===== src/sv/spos_pkg.sv =====
// Shared types and constants for the slab page order selector.
// Used by the top level and by the port checker; depends on nothing else.
`default_nettype none

package spos_pkg;

	localparam int SIZE_W  = 24;
	localparam int ORDER_W = 4;
	localparam int OBJ_W   = 8;
	localparam int QUO_W   = OBJ_W + 1;
	localparam int ADDR_W  = 4;
	localparam int DATA_W  = 32;

	// Register indexes, taken from paddr[3:2].
	localparam logic [1:0] REG_LEAST    = 2'd0;
	localparam logic [1:0] REG_GREATEST = 2'd1;
	localparam logic [1:0] REG_WANTED   = 2'd2;

	localparam logic [ORDER_W-1:0] LEAST_RST    = 4'd0;
	localparam logic [ORDER_W-1:0] GREATEST_RST = 4'd3;
	localparam logic [OBJ_W-1:0]   WANTED_RST   = 8'd0;

	// Leftover limits as right shifts of the slab size: 1/16, 1/8, 1/4, whole slab.
	localparam logic [2:0] FRAC16_SH = 3'd4;
	localparam logic [2:0] FRAC8_SH  = 3'd3;
	localparam logic [2:0] FRAC4_SH  = 3'd2;
	localparam logic [2:0] FRAC1_SH  = 3'd0;

	localparam logic [1:0] FRAC_FIRST = 2'd0;
	localparam logic [1:0] FRAC_MID   = 2'd1;
	localparam logic [1:0] FRAC_LAST  = 2'd2;

	typedef enum logic [2:0] {
		ST_IDLE,
		ST_MUL_CAP,
		ST_BIG,
		ST_G_SEARCH,
		ST_DIV_REM,
		ST_DIV_FIT,
		ST_MUL_CNT,
		ST_WALK
	} state_t;

	typedef enum logic [1:0] {
		PH_GREEDY,
		PH_FB_TOP,
		PH_FB_LIMIT
	} phase_t;

	typedef struct packed {
		logic                fin;
		logic                found;
		logic [ORDER_W-1:0]  order;
	} result_t;

endpackage

`default_nettype wire


===== src/sv/spos_mul.sv =====
// Bit-serial shift-and-add multiplier, one multiplier bit per cycle.
// Standalone; instantiated by slab_page_order_select.
`default_nettype none

module spos_mul #(
	parameter int A_W = 24,
	parameter int B_W = 16
) (
	input  wire logic               clk,
	input  wire logic               arst_n,
	input  wire logic               start,
	input  wire logic [A_W-1:0]     a,
	input  wire logic [B_W-1:0]     b,
	output logic                    done,
	output logic [A_W+B_W-1:0]      prod
);

	localparam int CNT_W = $clog2(B_W + 1);

	logic [A_W-1:0]     a_q;
	logic [B_W-1:0]     b_q;
	logic [A_W+B_W-1:0] acc_q;
	logic [CNT_W-1:0]   cnt_q;
	logic               run_q;
	logic               done_q;
	logic [A_W:0]       sum;

	assign sum = {1'b0, acc_q[A_W+B_W-1:B_W]} + (b_q[0] ? {1'b0, a_q} : {(A_W+1){1'b0}});

	always_ff @(posedge clk or negedge arst_n) begin
		if (!arst_n) begin
			run_q  <= 1'b0;
			done_q <= 1'b0;
			cnt_q  <= '0;
		end else if (start) begin
			run_q  <= 1'b1;
			done_q <= 1'b0;
			cnt_q  <= CNT_W'(B_W);
		end else if (run_q) begin
			cnt_q <= cnt_q - 1'b1;
			if (cnt_q == CNT_W'(1)) begin
				run_q  <= 1'b0;
				done_q <= 1'b1;
			end
		end else begin
			done_q <= 1'b0;
		end
	end

	// The partial sum enters at the top and the product shifts down one bit a cycle.
	always_ff @(posedge clk) begin
		if (start) begin
			a_q   <= a;
			b_q   <= b;
			acc_q <= '0;
		end else if (run_q) begin
			b_q   <= b_q >> 1;
			acc_q <= {sum, acc_q[B_W-1:1]};
		end
	end

	assign done = done_q;
	assign prod = acc_q;

endmodule

`default_nettype wire


===== src/sv/spos_div.sv =====
// Bit-serial restoring divider for a power of two by a variable divisor.
// Gives the remainder and a quotient that saturates; used by slab_page_order_select.
`default_nettype none

module spos_div #(
	parameter int D_W   = 24,
	parameter int STEPS = 28,
	parameter int Q_W   = 9
) (
	input  wire logic                      clk,
	input  wire logic                      arst_n,
	input  wire logic                      start,
	input  wire logic [D_W-1:0]            d,
	input  wire logic [$clog2(STEPS)-1:0]  n,
	output logic                           done,
	output logic [Q_W-1:0]                 quo,
	output logic [D_W-1:0]                 rem
);

	localparam int I_W = $clog2(STEPS);

	logic [D_W-1:0] d_q;
	logic [I_W-1:0] n_q;
	logic [I_W-1:0] i_q;
	logic [D_W-1:0] r_q;
	logic [Q_W-1:0] q_q;
	logic           run_q;
	logic           done_q;
	logic [D_W:0]   rs;
	logic           ge;
	logic [D_W:0]   rn;

	// The dividend is 2**n, so its only set bit is the one at position n.
	assign rs = {r_q, (i_q == n_q)};
	assign ge = (rs >= {1'b0, d_q});
	assign rn = ge ? (rs - {1'b0, d_q}) : rs;

	always_ff @(posedge clk or negedge arst_n) begin
		if (!arst_n) begin
			run_q  <= 1'b0;
			done_q <= 1'b0;
			i_q    <= '0;
		end else if (start) begin
			run_q  <= 1'b1;
			done_q <= 1'b0;
			i_q    <= I_W'(STEPS - 1);
		end else if (run_q) begin
			i_q <= i_q - 1'b1;
			if (i_q == '0) begin
				run_q  <= 1'b0;
				done_q <= 1'b1;
			end
		end else begin
			done_q <= 1'b0;
		end
	end

	// Once the top quotient bit is set the quotient holds: callers only need to know it is large.
	always_ff @(posedge clk) begin
		if (start) begin
			d_q <= d;
			n_q <= n;
			r_q <= '0;
			q_q <= '0;
		end else if (run_q) begin
			r_q <= rn[D_W-1:0];
			q_q <= q_q[Q_W-1] ? q_q : {q_q[Q_W-2:0], ge};
		end
	end

	assign done = done_q;
	assign quo  = q_q;
	assign rem  = r_q;

endmodule

`default_nettype wire


===== src/sv/slab_page_order_select.sv =====
// Slab page order selector: one request gives one page order, or a not-found flag.
// Setup runs the serial multiplier and divider, then the walk tries orders in turn: up to
// 3*(count-1)+1 walks of greatest-least+1 orders and one of ORDER_LIMIT-least.
// One request at a time: busy is high from acceptance until the one-cycle result strobe.
// Reset puts the registers at 0, 3, 0 and the sequencer at idle.
`default_nettype none

module slab_page_order_select #(
	parameter int PAGE_BITS       = 12,
	parameter int ORDER_LIMIT     = 11,
	parameter int OBJECTS_CAP     = 32767,
	parameter int DEFAULT_OBJECTS = 16
) (
	input  wire logic                           clk,
	input  wire logic                           arst_n,
	input  wire logic                           psel,
	input  wire logic                           penable,
	input  wire logic                           pwrite,
	input  wire logic [spos_pkg::ADDR_W-1:0]    paddr,
	input  wire logic [spos_pkg::DATA_W-1:0]    pwdata,
	output logic [spos_pkg::DATA_W-1:0]         prdata,
	output logic                                pready,
	input  wire logic                           start,
	output logic                                busy,
	input  wire logic [spos_pkg::SIZE_W-1:0]    object_bytes,
	output logic                                done,
	output logic [spos_pkg::ORDER_W-1:0]        page_order,
	output logic                                order_found
);

	import spos_pkg::*;

	localparam int CAP_W     = $clog2(OBJECTS_CAP + 1);
	localparam int MUL_BW    = (CAP_W > OBJ_W) ? CAP_W : OBJ_W;
	localparam int PROD_W    = SIZE_W + MUL_BW;
	localparam int PM1_W     = SIZE_W + OBJ_W;
	localparam int DIV_STEPS = PAGE_BITS + 16;
	localparam int SH_W      = $clog2(DIV_STEPS);

	localparam logic [SH_W-1:0]    PB_SH     = SH_W'(PAGE_BITS);
	localparam logic [MUL_BW-1:0]  CAP_B     = MUL_BW'(OBJECTS_CAP);
	localparam logic [ORDER_W-1:0] LIMIT_TOP = ORDER_W'(ORDER_LIMIT - 1);
	localparam logic [ORDER_W:0]   LIMIT_O   = (ORDER_W + 1)'(ORDER_LIMIT);
	localparam logic [OBJ_W-1:0]   DEF_OBJ   = OBJ_W'(DEFAULT_OBJECTS);

	function automatic logic le_pow2(input logic [SIZE_W-1:0] v, input logic [SH_W-1:0] e);
		logic [SIZE_W-1:0] p;
		begin
			p = SIZE_W'(1) << e;
			if (int'(e) >= SIZE_W)
				return 1'b1;
			return ((v >> e) == '0) || (v == p);
		end
	endfunction

	// Configuration registers
	logic [ORDER_W-1:0] least_q;
	logic [ORDER_W-1:0] greatest_q;
	logic [OBJ_W-1:0]   wanted_q;
	logic               cfg_wr;
	logic [1:0]         reg_idx;

	assign pready  = 1'b1;
	assign cfg_wr  = psel & penable & pwrite;
	assign reg_idx = paddr[ADDR_W-1:2];

	always_ff @(posedge clk or negedge arst_n) begin
		if (!arst_n) begin
			least_q    <= LEAST_RST;
			greatest_q <= GREATEST_RST;
			wanted_q   <= WANTED_RST;
		end else if (cfg_wr) begin
			unique case (reg_idx)
				REG_LEAST:    least_q    <= pwdata[ORDER_W-1:0];
				REG_GREATEST: greatest_q <= pwdata[ORDER_W-1:0];
				REG_WANTED:   wanted_q   <= pwdata[OBJ_W-1:0];
				default:      ;
			endcase
		end
	end

	always_comb begin
		unique case (reg_idx)
			REG_LEAST:    prdata = DATA_W'(least_q);
			REG_GREATEST: prdata = DATA_W'(greatest_q);
			REG_WANTED:   prdata = DATA_W'(wanted_q);
			default:      prdata = '0;
		endcase
	end

	// Sequencer and datapath registers
	state_t              state_q, state_d;
	phase_t              phase_q, phase_d;
	logic [1:0]          fidx_q, fidx_d;
	logic [SIZE_W-1:0]   size_q;
	logic [PROD_W-1:0]   sc_q;
	logic [ORDER_W-1:0]  k_q, k_d;
	logic [SIZE_W-1:0]   rem_lo_q, rem_d;
	logic [OBJ_W-1:0]    cnt_q, cnt_d;
	logic [PM1_W-1:0]    pm1_q, pm1_d;
	logic [ORDER_W-1:0]  ord_q, ord_d;
	logic [SIZE_W-1:0]   r_q, r_d;
	logic                done_q;
	logic [ORDER_W-1:0]  page_order_q;
	logic                order_found_q;
	result_t             res;

	// Serial units
	logic                mul_start;
	logic [SIZE_W-1:0]   mul_a;
	logic [MUL_BW-1:0]   mul_b;
	logic                mul_done;
	logic [PROD_W-1:0]   mul_prod;
	logic                div_start;
	logic [SH_W-1:0]     div_n;
	logic                div_done;
	logic [QUO_W-1:0]    div_quo;
	logic [SIZE_W-1:0]   div_rem;

	assign mul_a = (state_q == ST_IDLE) ? object_bytes : size_q;

	spos_mul #(
		.A_W (SIZE_W),
		.B_W (MUL_BW)
	) u_mul (
		.clk    (clk),
		.arst_n (arst_n),
		.start  (mul_start),
		.a      (mul_a),
		.b      (mul_b),
		.done   (mul_done),
		.prod   (mul_prod)
	);

	spos_div #(
		.D_W   (SIZE_W),
		.STEPS (DIV_STEPS),
		.Q_W   (QUO_W)
	) u_div (
		.clk    (clk),
		.arst_n (arst_n),
		.start  (div_start),
		.d      (size_q),
		.n      (div_n),
		.done   (div_done),
		.quo    (div_quo),
		.rem    (div_rem)
	);

	// Checks on the current step
	logic [SH_W-1:0]     sh_lo, sh_top, sh_k, sh_ord, frac_e;
	logic [PROD_W:0]     scp_m1;
	logic [PROD_W-1:0]   sc_m1;
	logic                big, gcond;
	logic [OBJ_W-1:0]    count0, cnt_fit;
	logic [ORDER_W-1:0]  bound, x_ord;
	logic [2:0]          fsh;
	logic                slab_ok, frac_ok, pass;
	logic [SIZE_W:0]     r2, r2_red;

	assign sh_lo  = PB_SH + SH_W'(least_q);
	assign sh_top = PB_SH + SH_W'(greatest_q);
	assign sh_k   = PB_SH + SH_W'(k_q);
	assign sh_ord = PB_SH + SH_W'(ord_q);

	// More than the cap fits at least_order exactly when size * (cap + 1) fits in that slab.
	assign scp_m1 = {1'b0, sc_q} + (PROD_W + 1)'(size_q) - 1'b1;
	assign big    = ((scp_m1 >> sh_lo) == '0);
	assign sc_m1  = sc_q - 1'b1;
	assign gcond  = ((sc_m1 >> sh_k) == '0);
	assign x_ord  = k_q - 1'b1;

	assign count0  = (wanted_q == '0) ? DEF_OBJ : wanted_q;
	assign cnt_fit = div_quo[OBJ_W] ? count0 :
	                 ((div_quo[OBJ_W-1:0] < count0) ? div_quo[OBJ_W-1:0] : count0);

	assign bound = (phase_q == PH_FB_LIMIT) ? LIMIT_TOP : greatest_q;

	always_comb begin
		if (phase_q != PH_GREEDY) begin
			fsh = FRAC1_SH;
		end else begin
			unique case (fidx_q)
				FRAC_FIRST: fsh = FRAC16_SH;
				FRAC_MID:   fsh = FRAC8_SH;
				default:    fsh = FRAC4_SH;
			endcase
		end
	end

	assign frac_e  = sh_ord - SH_W'(fsh);
	assign slab_ok = ((pm1_q >> sh_ord) == '0);
	assign frac_ok = le_pow2(r_q, frac_e);
	assign pass    = (ord_q <= bound) && slab_ok && frac_ok;

	// Leftover of the next larger slab: double and reduce once.
	assign r2     = {r_q, 1'b0};
	assign r2_red = (r2 >= {1'b0, size_q}) ? (r2 - {1'b0, size_q}) : r2;

	always_comb begin
		state_d   = state_q;
		phase_d   = phase_q;
		fidx_d    = fidx_q;
		k_d       = k_q;
		rem_d     = rem_lo_q;
		cnt_d     = cnt_q;
		pm1_d     = pm1_q;
		ord_d     = ord_q;
		r_d       = r_q;
		res       = '0;
		mul_start = 1'b0;
		mul_b     = CAP_B;
		div_start = 1'b0;
		div_n     = sh_lo;
		unique case (state_q)
			ST_IDLE: begin
				if (start) begin
					mul_start = 1'b1;
					state_d   = ST_MUL_CAP;
				end
			end
			ST_MUL_CAP: begin
				if (mul_done)
					state_d = ST_BIG;
			end
			ST_BIG: begin
				if (size_q == '0) begin
					res.fin = 1'b1;
					state_d = ST_IDLE;
				end else if (big) begin
					k_d     = '0;
					state_d = ST_G_SEARCH;
				end else begin
					div_start = 1'b1;
					div_n     = sh_lo;
					state_d   = ST_DIV_REM;
				end
			end
			ST_G_SEARCH: begin
				if (gcond || (k_q == least_q)) begin
					res.fin = 1'b1;
					state_d = ST_IDLE;
					// The order is one below the smallest slab that holds cap objects.
					if (k_q != '0) begin
						if ((x_ord <= greatest_q) || ({1'b0, x_ord} < LIMIT_O)) begin
							res.found = 1'b1;
							res.order = x_ord;
						end
					end
				end else begin
					k_d = k_q + 1'b1;
				end
			end
			ST_DIV_REM: begin
				if (div_done) begin
					rem_d     = div_rem;
					div_start = 1'b1;
					div_n     = sh_top;
					state_d   = ST_DIV_FIT;
				end
			end
			ST_DIV_FIT: begin
				if (div_done) begin
					cnt_d = cnt_fit;
					ord_d = least_q;
					r_d   = rem_lo_q;
					if (cnt_fit >= OBJ_W'(2)) begin
						mul_start = 1'b1;
						mul_b     = MUL_BW'(cnt_fit);
						state_d   = ST_MUL_CNT;
					end else begin
						pm1_d   = PM1_W'(size_q) - 1'b1;
						phase_d = PH_FB_TOP;
						state_d = ST_WALK;
					end
				end
			end
			ST_MUL_CNT: begin
				if (mul_done) begin
					pm1_d   = mul_prod[PM1_W-1:0] - 1'b1;
					phase_d = PH_GREEDY;
					fidx_d  = FRAC_FIRST;
					ord_d   = least_q;
					r_d     = rem_lo_q;
					state_d = ST_WALK;
				end
			end
			ST_WALK: begin
				if (pass) begin
					res.fin   = 1'b1;
					res.found = 1'b1;
					res.order = ord_q;
					state_d   = ST_IDLE;
				end else if (ord_q >= bound) begin
					ord_d = least_q;
					r_d   = rem_lo_q;
					unique case (phase_q)
						PH_GREEDY: begin
							if (fidx_q != FRAC_LAST) begin
								fidx_d = fidx_q + 1'b1;
							end else begin
								// Next smaller object count: the product drops by one size.
								fidx_d = FRAC_FIRST;
								cnt_d  = cnt_q - 1'b1;
								pm1_d  = pm1_q - PM1_W'(size_q);
								if (cnt_q == OBJ_W'(2))
									phase_d = PH_FB_TOP;
							end
						end
						PH_FB_TOP: begin
							phase_d = PH_FB_LIMIT;
						end
						default: begin
							res.fin = 1'b1;
							state_d = ST_IDLE;
						end
					endcase
				end else begin
					ord_d = ord_q + 1'b1;
					r_d   = r2_red[SIZE_W-1:0];
				end
			end
			default: begin
				state_d = ST_IDLE;
			end
		endcase
	end

	always_ff @(posedge clk or negedge arst_n) begin
		if (!arst_n) begin
			state_q <= ST_IDLE;
			phase_q <= PH_GREEDY;
			fidx_q  <= FRAC_FIRST;
			done_q  <= 1'b0;
		end else begin
			state_q <= state_d;
			phase_q <= phase_d;
			fidx_q  <= fidx_d;
			done_q  <= res.fin;
		end
	end

	always_ff @(posedge clk) begin
		if ((state_q == ST_IDLE) && start)
			size_q <= object_bytes;
		if ((state_q == ST_MUL_CAP) && mul_done)
			sc_q <= mul_prod;
		k_q      <= k_d;
		rem_lo_q <= rem_d;
		cnt_q    <= cnt_d;
		pm1_q    <= pm1_d;
		ord_q    <= ord_d;
		r_q      <= r_d;
		if (res.fin) begin
			page_order_q  <= res.found ? res.order : '0;
			order_found_q <= res.found;
		end
	end

	assign busy        = (state_q != ST_IDLE);
	assign done        = done_q;
	assign page_order  = page_order_q;
	assign order_found = order_found_q;

endmodule

`default_nettype wire


===== config.mk =====
export PLATFORM = sky130hd
export DESIGN_NAME = slab_page_order_select
export DESIGN_NICKNAME = d
export VERILOG_FILES = /design/src/sv/spos_pkg.sv /design/src/sv/spos_mul.sv /design/src/sv/spos_div.sv /design/src/sv/slab_page_order_select.sv
export SDC_FILE = /design/constraint.sdc
export NUM_CORES = 1
export LEC_CHECK = 0
export BUFFER_PORTS_ARGS = -buffer_cell sky130_fd_sc_hd__buf_2
export CAP_MARGIN = 20
export CORE_UTILIZATION = 60
export CTS_CLUSTER_DIAMETER = 100
export DETAILED_ROUTE_END_ITERATION = 7
export GPL_TIMING_DRIVEN = 0
export PLACE_DENSITY = 0.78
export SLEW_MARGIN = 20
export SYNTH_ARGS = -nofsm -noshare
export SYNTH_HDL_FRONTEND = slang
export SYNTH_SLANG_ARGS = --single-unit
export TNS_END_PERCENT = 20

===== constraint.sdc =====
create_clock -name clk -period 7.3 [get_ports clk]
set_input_delay 1.095 -clock clk [delete_from_list [all_inputs] [get_ports clk]]
set_output_delay 1.095 -clock clk [all_outputs]
set_load 0.005 [all_outputs]

==> impl_metrics.json, run 1 <==
{
  "min_path_cells": 0,
  "critical_path_class": "flop to flop",
  "ir_drop_mv": 0.322,
  "pwr-share-seq": 0.304,
  "root_buffer": "clkbuf_16",
  "grt_util_met3": 0.0587,
  "routed_wl_um": 82700,
  "track_usage": 0.366,
  "grt_pass1_wl_um": 125000,
  "finalHoldViolations": 0,
  "avgSynthCellArea_um2": 8.86,
  "setup_viol_count_final": 0,
  "swShare": 0.450,
  "met1_usage": 0.522,
  "fp-row-count": 76,
  "grt_start_max_net_pins": 39,
  "max_freq_ghz": 0.162,
  "insertion_delay_ns": 0.57,
  "fin_hold_ws_ns": 0.459,
  "grt_busiest_layer": "met2",
  "synth_edf_count": 232,
  "nFillCells": 3495,
  "path_cells": "inv_1, ha_1, inv_1, ha_1, a21o_1, a21oi_1, o21bai_1, o31ai_1, inv_1, and4_1, a211o_1, o221a_2, o21ai_1, nor4b_4, o31ai_4, buf_2",
  "clk_pin_slew_ns": 0.06,
  "met2_usage": 0.557,
  "fin_setup_tns_ns": 0,
  "synth_ff_type": "edfxtp_1",
  "critPathSlowestCell": "o31ai_1",
  "cts_tree": "yes",
  "synth_seq_cells": 341,
  "comb_power_share": 0.525,
  "drive_gt1_frac": 0.0827,
  "syn_area_um2": 26100,
  "final_util": 0.669,
  "max_cap_viol_count": 0,
  "setup_slack_ns": 1.14,
  "port_buffers": 53,
  "via_per_inst": 6.46,
  "wl_per_cell_um": 22.4,
  "start_util": 0.608,
  "first_pass_iters": 8,
  "htreeDepth": 2,
  "max_slew_margin": 0.302,
  "place_area_um2": 27400,
  "required_ns": 7.49,
  "p_leak_nw": 11.8,
  "clk_path_buf_depth": 3,
  "placed_cells": 3621,
  "area_growth_pct": 9.91,
  "critical-path-max-stage-delay_ns": 0.84,
  "yosys_warnings": 0,
  "hold_class": "flop to flop",
  "reg2regPathDepth": 16,
  "power.density_nw_per_um2": 413,
  "min_period_ns": 6.16,
  "drtIter0Drc": 2645,
  "tightest_slew_ns": 1.04,
  "cp-start-kind": "flop",
  "crit_path_frequent_cell": "inv_1",
  "cp_max_fo": 38,
  "instances_no_fill": 3694,
  "grt_antenna_before_repair": 5,
  "p_total_mw": 11.9,
  "period_share": 0.844,
  "status": "finished clean",
  "vias": 23900,
  "cts_hold_buffers": 0,
  "gp_congestion": 0.970,
  "die_w_um": 211,
  "ys_seq_area_frac": 0.357,
  "core_area_um2": 43000,
  "grt-ovfl-total": 0,
  "first_global_vias": 22000,
  "numCtsBuffers": 39,
  "ys_async_sr_fraction": 0.109,
  "drc_errors": 0,
  "preCtsSetupSlack_ns": 1.35,
  "die_area_um2": 44400,
  "worstPathArrival_ns": 6.35,
  "cts_resized": 0,
  "postCtsSetupBuffers": 0,
  "place.detailed.hpwl_um": 62700,
  "slew_violations": 0,
  "fp.dieH_um": 211,
  "ant_nets": 0,
  "clock-sinks": 341,
  "io_pins": 106,
  "syn_inst": 2950,
  "clkPwrFrac": 0.171,
  "yosysUniqueCellTypes": 91,
  "num-nets-final": 3352,
  "internal-power_mw": 6.52,
  "fin_skew_ns": 0.0319,
  "rsz0062_at_grt": "false",
  "stdcell_area_um2": 28700,
  "p_switching_mw": 5.34,
  "end_kind": "flop"
}
registers in the layout, indices dropped and copies added, names as in the netlist, 4 cells and up:
signal	flops
cnt_q	8
greatest_q	4
k_q	4
least_q	4
ord_q	4
page_order	4
pm1_q	32
r_q	24
rem_lo_q	24
sc_q	39
size_q	24
u_div.d_q	24
u_div.i_q	5
u_div.n_q	5
u_div.quo	9
u_div.rem	24
u_mul.a_q	24
u_mul.b_q	15
u_mul.cnt_q	4
u_mul.prod	39
wanted_q	8
cell usage after synthesis (10+ instances only):
master / number / share of area
a31oi_1: 27 / 0.0065
nor2_1: 285 / 0.041
nor2b_1: 31 / 0.0074
a211oi_1: 38 / 0.011
xnor2_1: 129 / 0.043
a21oi_1: 223 / 0.043
o21a_1: 21 / 0.0060
a2111oi_0: 12 / 0.0040
nand4_1: 38 / 0.0091
a22oi_1: 10 / 0.0029
clkbuf_1: 90 / 0.013
buf_2: 12 / 0.0023
mux2i_1: 94 / 0.036
buf_4: 25 / 0.0072
dfrtp_1: 35 / 0.033
a211o_1: 11 / 0.0037
a211oi_2: 25 / 0.012
edfxtp_1: 232 / 0.27
or3_1: 23 / 0.0055
nor3b_1: 11 / 0.0032
xor2_1: 61 / 0.020
o31ai_1: 15 / 0.0043
nor4_1: 50 / 0.012
o21ai_0: 185 / 0.035
o21bai_1: 18 / 0.0052
or4_1: 17 / 0.0049
nand3b_1: 12 / 0.0034
nor3_1: 81 / 0.016
ha_1: 204 / 0.098
and4_1: 11 / 0.0037
and2_1: 50 / 0.012
o211ai_1: 21 / 0.0060
buf_1: 11 / 0.0016
and3_1: 24 / 0.0057
inv_1: 220 / 0.032
dfxtp_1: 72 / 0.055
nand2b_1: 40 / 0.0096
or2_2: 11 / 0.0026
mux2_2: 20 / 0.0086
nand3_1: 56 / 0.011
nand2_1: 200 / 0.029
a21o_1: 55 / 0.016
layout by cell type, fill, tap and decap left out, types with 35 or more instances in the layout:
cell	n
dfrtp_1	35
buf_2	69
dfxtp_1	72
nor2_1	284
xor2_1	61
edfxtp_1	232
nand3_1	56
clkbuf_1	90
and2_1	50
o21ai_0	185
a21o_1	55
nor4_1	49
nor3_1	80
xnor2_1	129
nand2b_1	40
ha_1	204
nand4_1	38
clkbuf_16	40
inv_1	220
a211oi_1	38
nand2_1	200
mux2i_1	94
a21oi_1	223
layout make-up:
type	count	area, um^2	area share
clock inverter	26	279	0.00971
antenna	2	5.00	0.000174
sequential	341	9340	0.325
tap	585	732	0.0255
buffer	139	636	0.0221
clock buffer	45	1040	0.0362
multi-input combinational	2269	15500	0.538
timing repair buffer	63	395	0.0138
inverter	224	841	0.0293
power groups by stage:
stage / Sequential [mW] / Clock (mW) / Combinational [mW]
4_1_cts: 3.56 / 2.04 / 6.08
6_report: 3.61 / 2.03 / 6.23
2_1_floorplan: 3.30 / 0 / 4.63
5_1_grt: 3.65 / 2.11 / 6.80
3_5_place_dp: 3.60 / 0 / 6.01
3_3_place_gp: 3.58 / 0 / 5.77
logic make-up after synthesis:
kind of cell,share of synthesized area
compound gates,0.196
xor+xnor,0.0636
fa+ha+maj,0.101
buf+inv,0.0563
flops,0.357
mux,0.0446
other cells,0.000287
simple gates,0.181
critical path: cells and delay by family, from the launching register on:
family | cells | cell delay [ns]
AO/OA/AOI/OAI | 8 | 2.73
adder cells (fa/ha/maj) | 2 | 0.60
buffers and inverters | 4 | 1.59
flip-flops | 1 | 0.44
AND/OR/NAND/NOR | 2 | 0.38
per-layer routing:
metal	vias to the layer above	share of wire
li1	11000	-
met1	11300	0.42
met2	1362	0.43
met3	193	0.11
met4	2	0.040
met5	-	0.00016
worst paths after layout:
path,startpoint,to,slack (ns)
min in group asynchronous,arst_n,u_mul.done$_DFFE_PN0P_,0.73
hold reg to reg,size_q[17]$_DFFE_PP_,u_div.d_q[17]$_DFFE_PP_,0.46
setup / recovery,size_q[23]$_DFFE_PP_,u_div.d_q[9]$_DFFE_PP_,1.14
max in group asynchronous,arst_n,u_mul.run_q$_DFF_PN0_,5.93
hold / removal,size_q[17]$_DFFE_PP_,u_div.d_q[17]$_DFFE_PP_,0.46
setup reg to reg,size_q[23]$_DFFE_PP_,u_div.d_q[9]$_DFFE_PP_,1.14
Power figures use the tool's default switching activity.
==> inputs of run 2 (changes only) <==
- ABC_AREA: unset -> 1
- clock period: 7.3 -> 5.9 ns (I/O delays scaled with it)
==> run 2 against run 1 <==
Net effect:
- non-clock buffer count is 34 lower
- hold slack worse by 0.14 ns
- worst setup slack worse by 0.66 ns
- utilization is 0.17 points higher
- sequential power is 26% higher
- combinational power is 37% higher
- global-route usage is 2.0 points higher
- synthesized cell count is 34% higher
- final cell count is 27% higher
- register-to-register slack worse by 0.66 ns
- synthesized area is 6.7% higher
- power is 32% higher
==> impl_metrics.json, run 2 <==
{
  "status": "finished clean",
  "die_w_um": 218,
  "cp-start-kind": "flop",
  "routed_wl_um": 92700,
  "end_kind": "flop",
  "synth_compound_area_frac": 0.137,
  "instances_no_fill": 4707,
  "core_area_um2": 45600,
  "muxShareOfSynthArea": 0.00466,
  "max_cap_viol_count": 0,
  "yosysUniqueCellTypes": 67,
  "power.density_nw_per_um2": 511,
  "clk_pin_slew_ns": 0.06,
  "die_area_um2": 47400,
  "ys_async_sr_fraction": 0.109,
  "first_pass_iters": 6,
  "grt_busiest_layer": "met2",
  "p_leak_nw": 14.3,
  "crit_path_start": "phase_q[1]$_DFFE_PN0P_",
  "place.detailed.hpwl_um": 73200,
  "fin_setup_tns_ns": 0,
  "period_share": 0.919,
  "avgSynthCellArea_um2": 7.07,
  "fin_hold_ws_ns": 0.321,
  "htreeDepth": 2,
  "hold_class": "input port to asynchronous set/reset pin",
  "cp_max_fo": 19,
  "area_growth_pct": 9.51,
  "syn_area_um2": 27900,
  "fp-row-count": 78,
  "rrSetupSlack_ns": 0.48,
  "met2_usage": 0.566,
  "io_pins": 106,
  "synth_commonest_cells": "1,021 x nand2_1, 576 x inv_1, 379 x nor2_1",
  "endpoint": "pm1_q[30]$_DFFE_PP_",
  "root_buffer": "clkbuf_16",
  "final_util": 0.670,
  "max_freq_ghz": 0.184,
  "yosys_warnings": 0,
  "ys_seq_area_frac": 0.335,
  "fp.dieH_um": 218,
  "fin_skew_ns": 0.0318,
  "cts_tree": "yes",
  "grt_antenna_before_repair": 0,
  "reg2regPathDepth": 24,
  "track_usage": 0.386,
  "preCtsSetupSlack_ns": -0.141,
  "clock-sinks": 341,
  "synth_ff_type": "edfxtp_1",
  "critical_path_class": "flop to flop",
  "synthTopCellsByArea": "edfxtp_1 25%, nand2_1 14%, ha_1 9.2%",
  "port_buffers": 54,
  "required_ns": 6.19,
  "drtIter0Drc": 3567,
  "rsz0062_at_grt": "false",
  "r2r_end": "pm1_q[30]$_DFFE_PP_",
  "setup_slack_ns": 0.479,
  "place_area_um2": 29100,
  "ant_nets": 0,
  "start_util": 0.612,
  "layout_common_cells": "1,021 x nand2_1, 576 x inv_1, 376 x nor2_1",
  "yosys.area_share.xor_xnor": 0.0374,
  "synth_top_family_by_area": "simple AND/OR/NAND/NOR gates",
  "yosysMostFrequentCell": "nand2_1",
  "synth_edf_count": 232,
  "setup_viol_count_final": 0,
  "yosys.area_share.simple": 0.290,
  "placed_cells": 4630,
  "slew_violations": 0,
  "synth_top_area_share": 0.250,
  "min_period_ns": 5.42,
  "syn_inst": 3948,
  "insertion_delay_ns": 0.60,
  "yosysTopAreaCell": "edfxtp_1",
  "drc_errors": 0,
  "finalHoldViolations": 0,
  "r2r-start": "phase_q[1]$_DFFE_PN0P_",
  "layout_commonest_cell": "nand2_1",
  "grt_pass1_wl_um": 139000,
  "grt_start_max_net_pins": 39,
  "num-nets-final": 4349,
  "grt_util_met3": 0.0791,
  "ir_drop_mv": 0.517,
  "synth_fa_ha_area_frac": 0.0951,
  "p_total_mw": 15.6,
  "tightest_slew_ns": 1.19,
  "clk_path_buf_depth": 3,
  "met1_usage": 0.548,
  "max_slew_margin": 0.204,
  "synth_seq_cells": 341,
  "drive_gt1_frac": 0.0704,
  "worstPathArrival_ns": 5.71,
  "stdcell_area_um2": 30500,
  "grt-ovfl-total": 0,
  "via_per_inst": 5.88,
  "first_global_vias": 24500,
  "numCtsBuffers": 39,
  "gp_congestion": 1.03,
  "vias": 27700,
  "wl_per_cell_um": 19.7
}
==> run 2: power by group <==
part	leakage [nW]	internal, mW	switching [mW]
sequential	3.20	3.62	0.918
clock	0.671	1.46	1.10
combinational	10.5	2.95	5.56
==> run 2: cell type report <==
class | count | area [um^2]
buffer | 105 | 547
inverter | 602 | 2260
tap | 600 | 751
multi-input combinational | 2922 | 15900
clock inverter | 18 | 208
fill | 4140 | 15000
clock buffer | 54 | 1160
timing repair buffer | 63 | 407
sequential | 341 | 9340
antenna | 2 | 5.00
==> run 2: logic make-up after synthesis <==
group | Yosys count
fa+ha+maj | 209
compound gates | 661
flops | 341
other cells | 2
simple gates | 1895
xor+xnor | 119
mux | 13
buf+inv | 708
==> run 2: worst min-delay path by stage <==
stage	from	endpoint	cells past startpoint
after floorplan	u_mul.prod[0]$_SDFFE_PN0P_	sc_q[0]$_DFFE_PP_	0
after global placement	u_mul.prod[35]$_SDFFE_PN0P_	sc_q[35]$_DFFE_PP_	0
after detailed placement	u_mul.prod[38]$_SDFFE_PN0P_	sc_q[38]$_DFFE_PP_	0
after CTS	object_bytes[9]	size_q[9]$_DFFE_PP_	1
after global routing	arst_n	u_mul.cnt_q[0]$_DFFE_PN0P_	1
final	arst_n	u_mul.cnt_q[1]$_DFFE_PN0P_	1
==> run 2: what timing repair did <==
item | 4_1_cts | 5_1_grt
endpoints found under the hold margin | 0 | 0
buffers inserted | 0 | 4
setup endpoints to repair | 17 | 32
pin swaps | 0 | 2
gates cloned | 0 | 0
gates resized for setup | 0 | 2
hold buffers | 0 | 0
==> run 2: critical path, cell delays in order, from the launching register on <==
cell and delay (ns):
dfrtp_1 0.37, clkbuf_1 0.19, nor2_1 0.34, inv_1 0.10
nor3_1 0.17, ha_1 0.18, inv_1 0.04, ha_1 0.20
fa_1 0.48, buf_2 0.21, clkinv_1 0.30, nor4_2 0.47
nand2_1 0.12, xor2_1 0.16, nand4_1 0.07, nor2_1 0.05
nand3_1 0.07, nand2_1 0.10, nand3_1 0.27, nand2_1 0.22
nor2_4 0.21, buf_16 0.18, nand3_1 0.13, nor2_4 0.26
buf_16 0.20
==> run 2: metal layers <==
layer,share of wire,wire [um]
met1,0.43,39500
met2,0.41,38300
met3,0.12,11000
met4,0.042,3880
met5,0,0
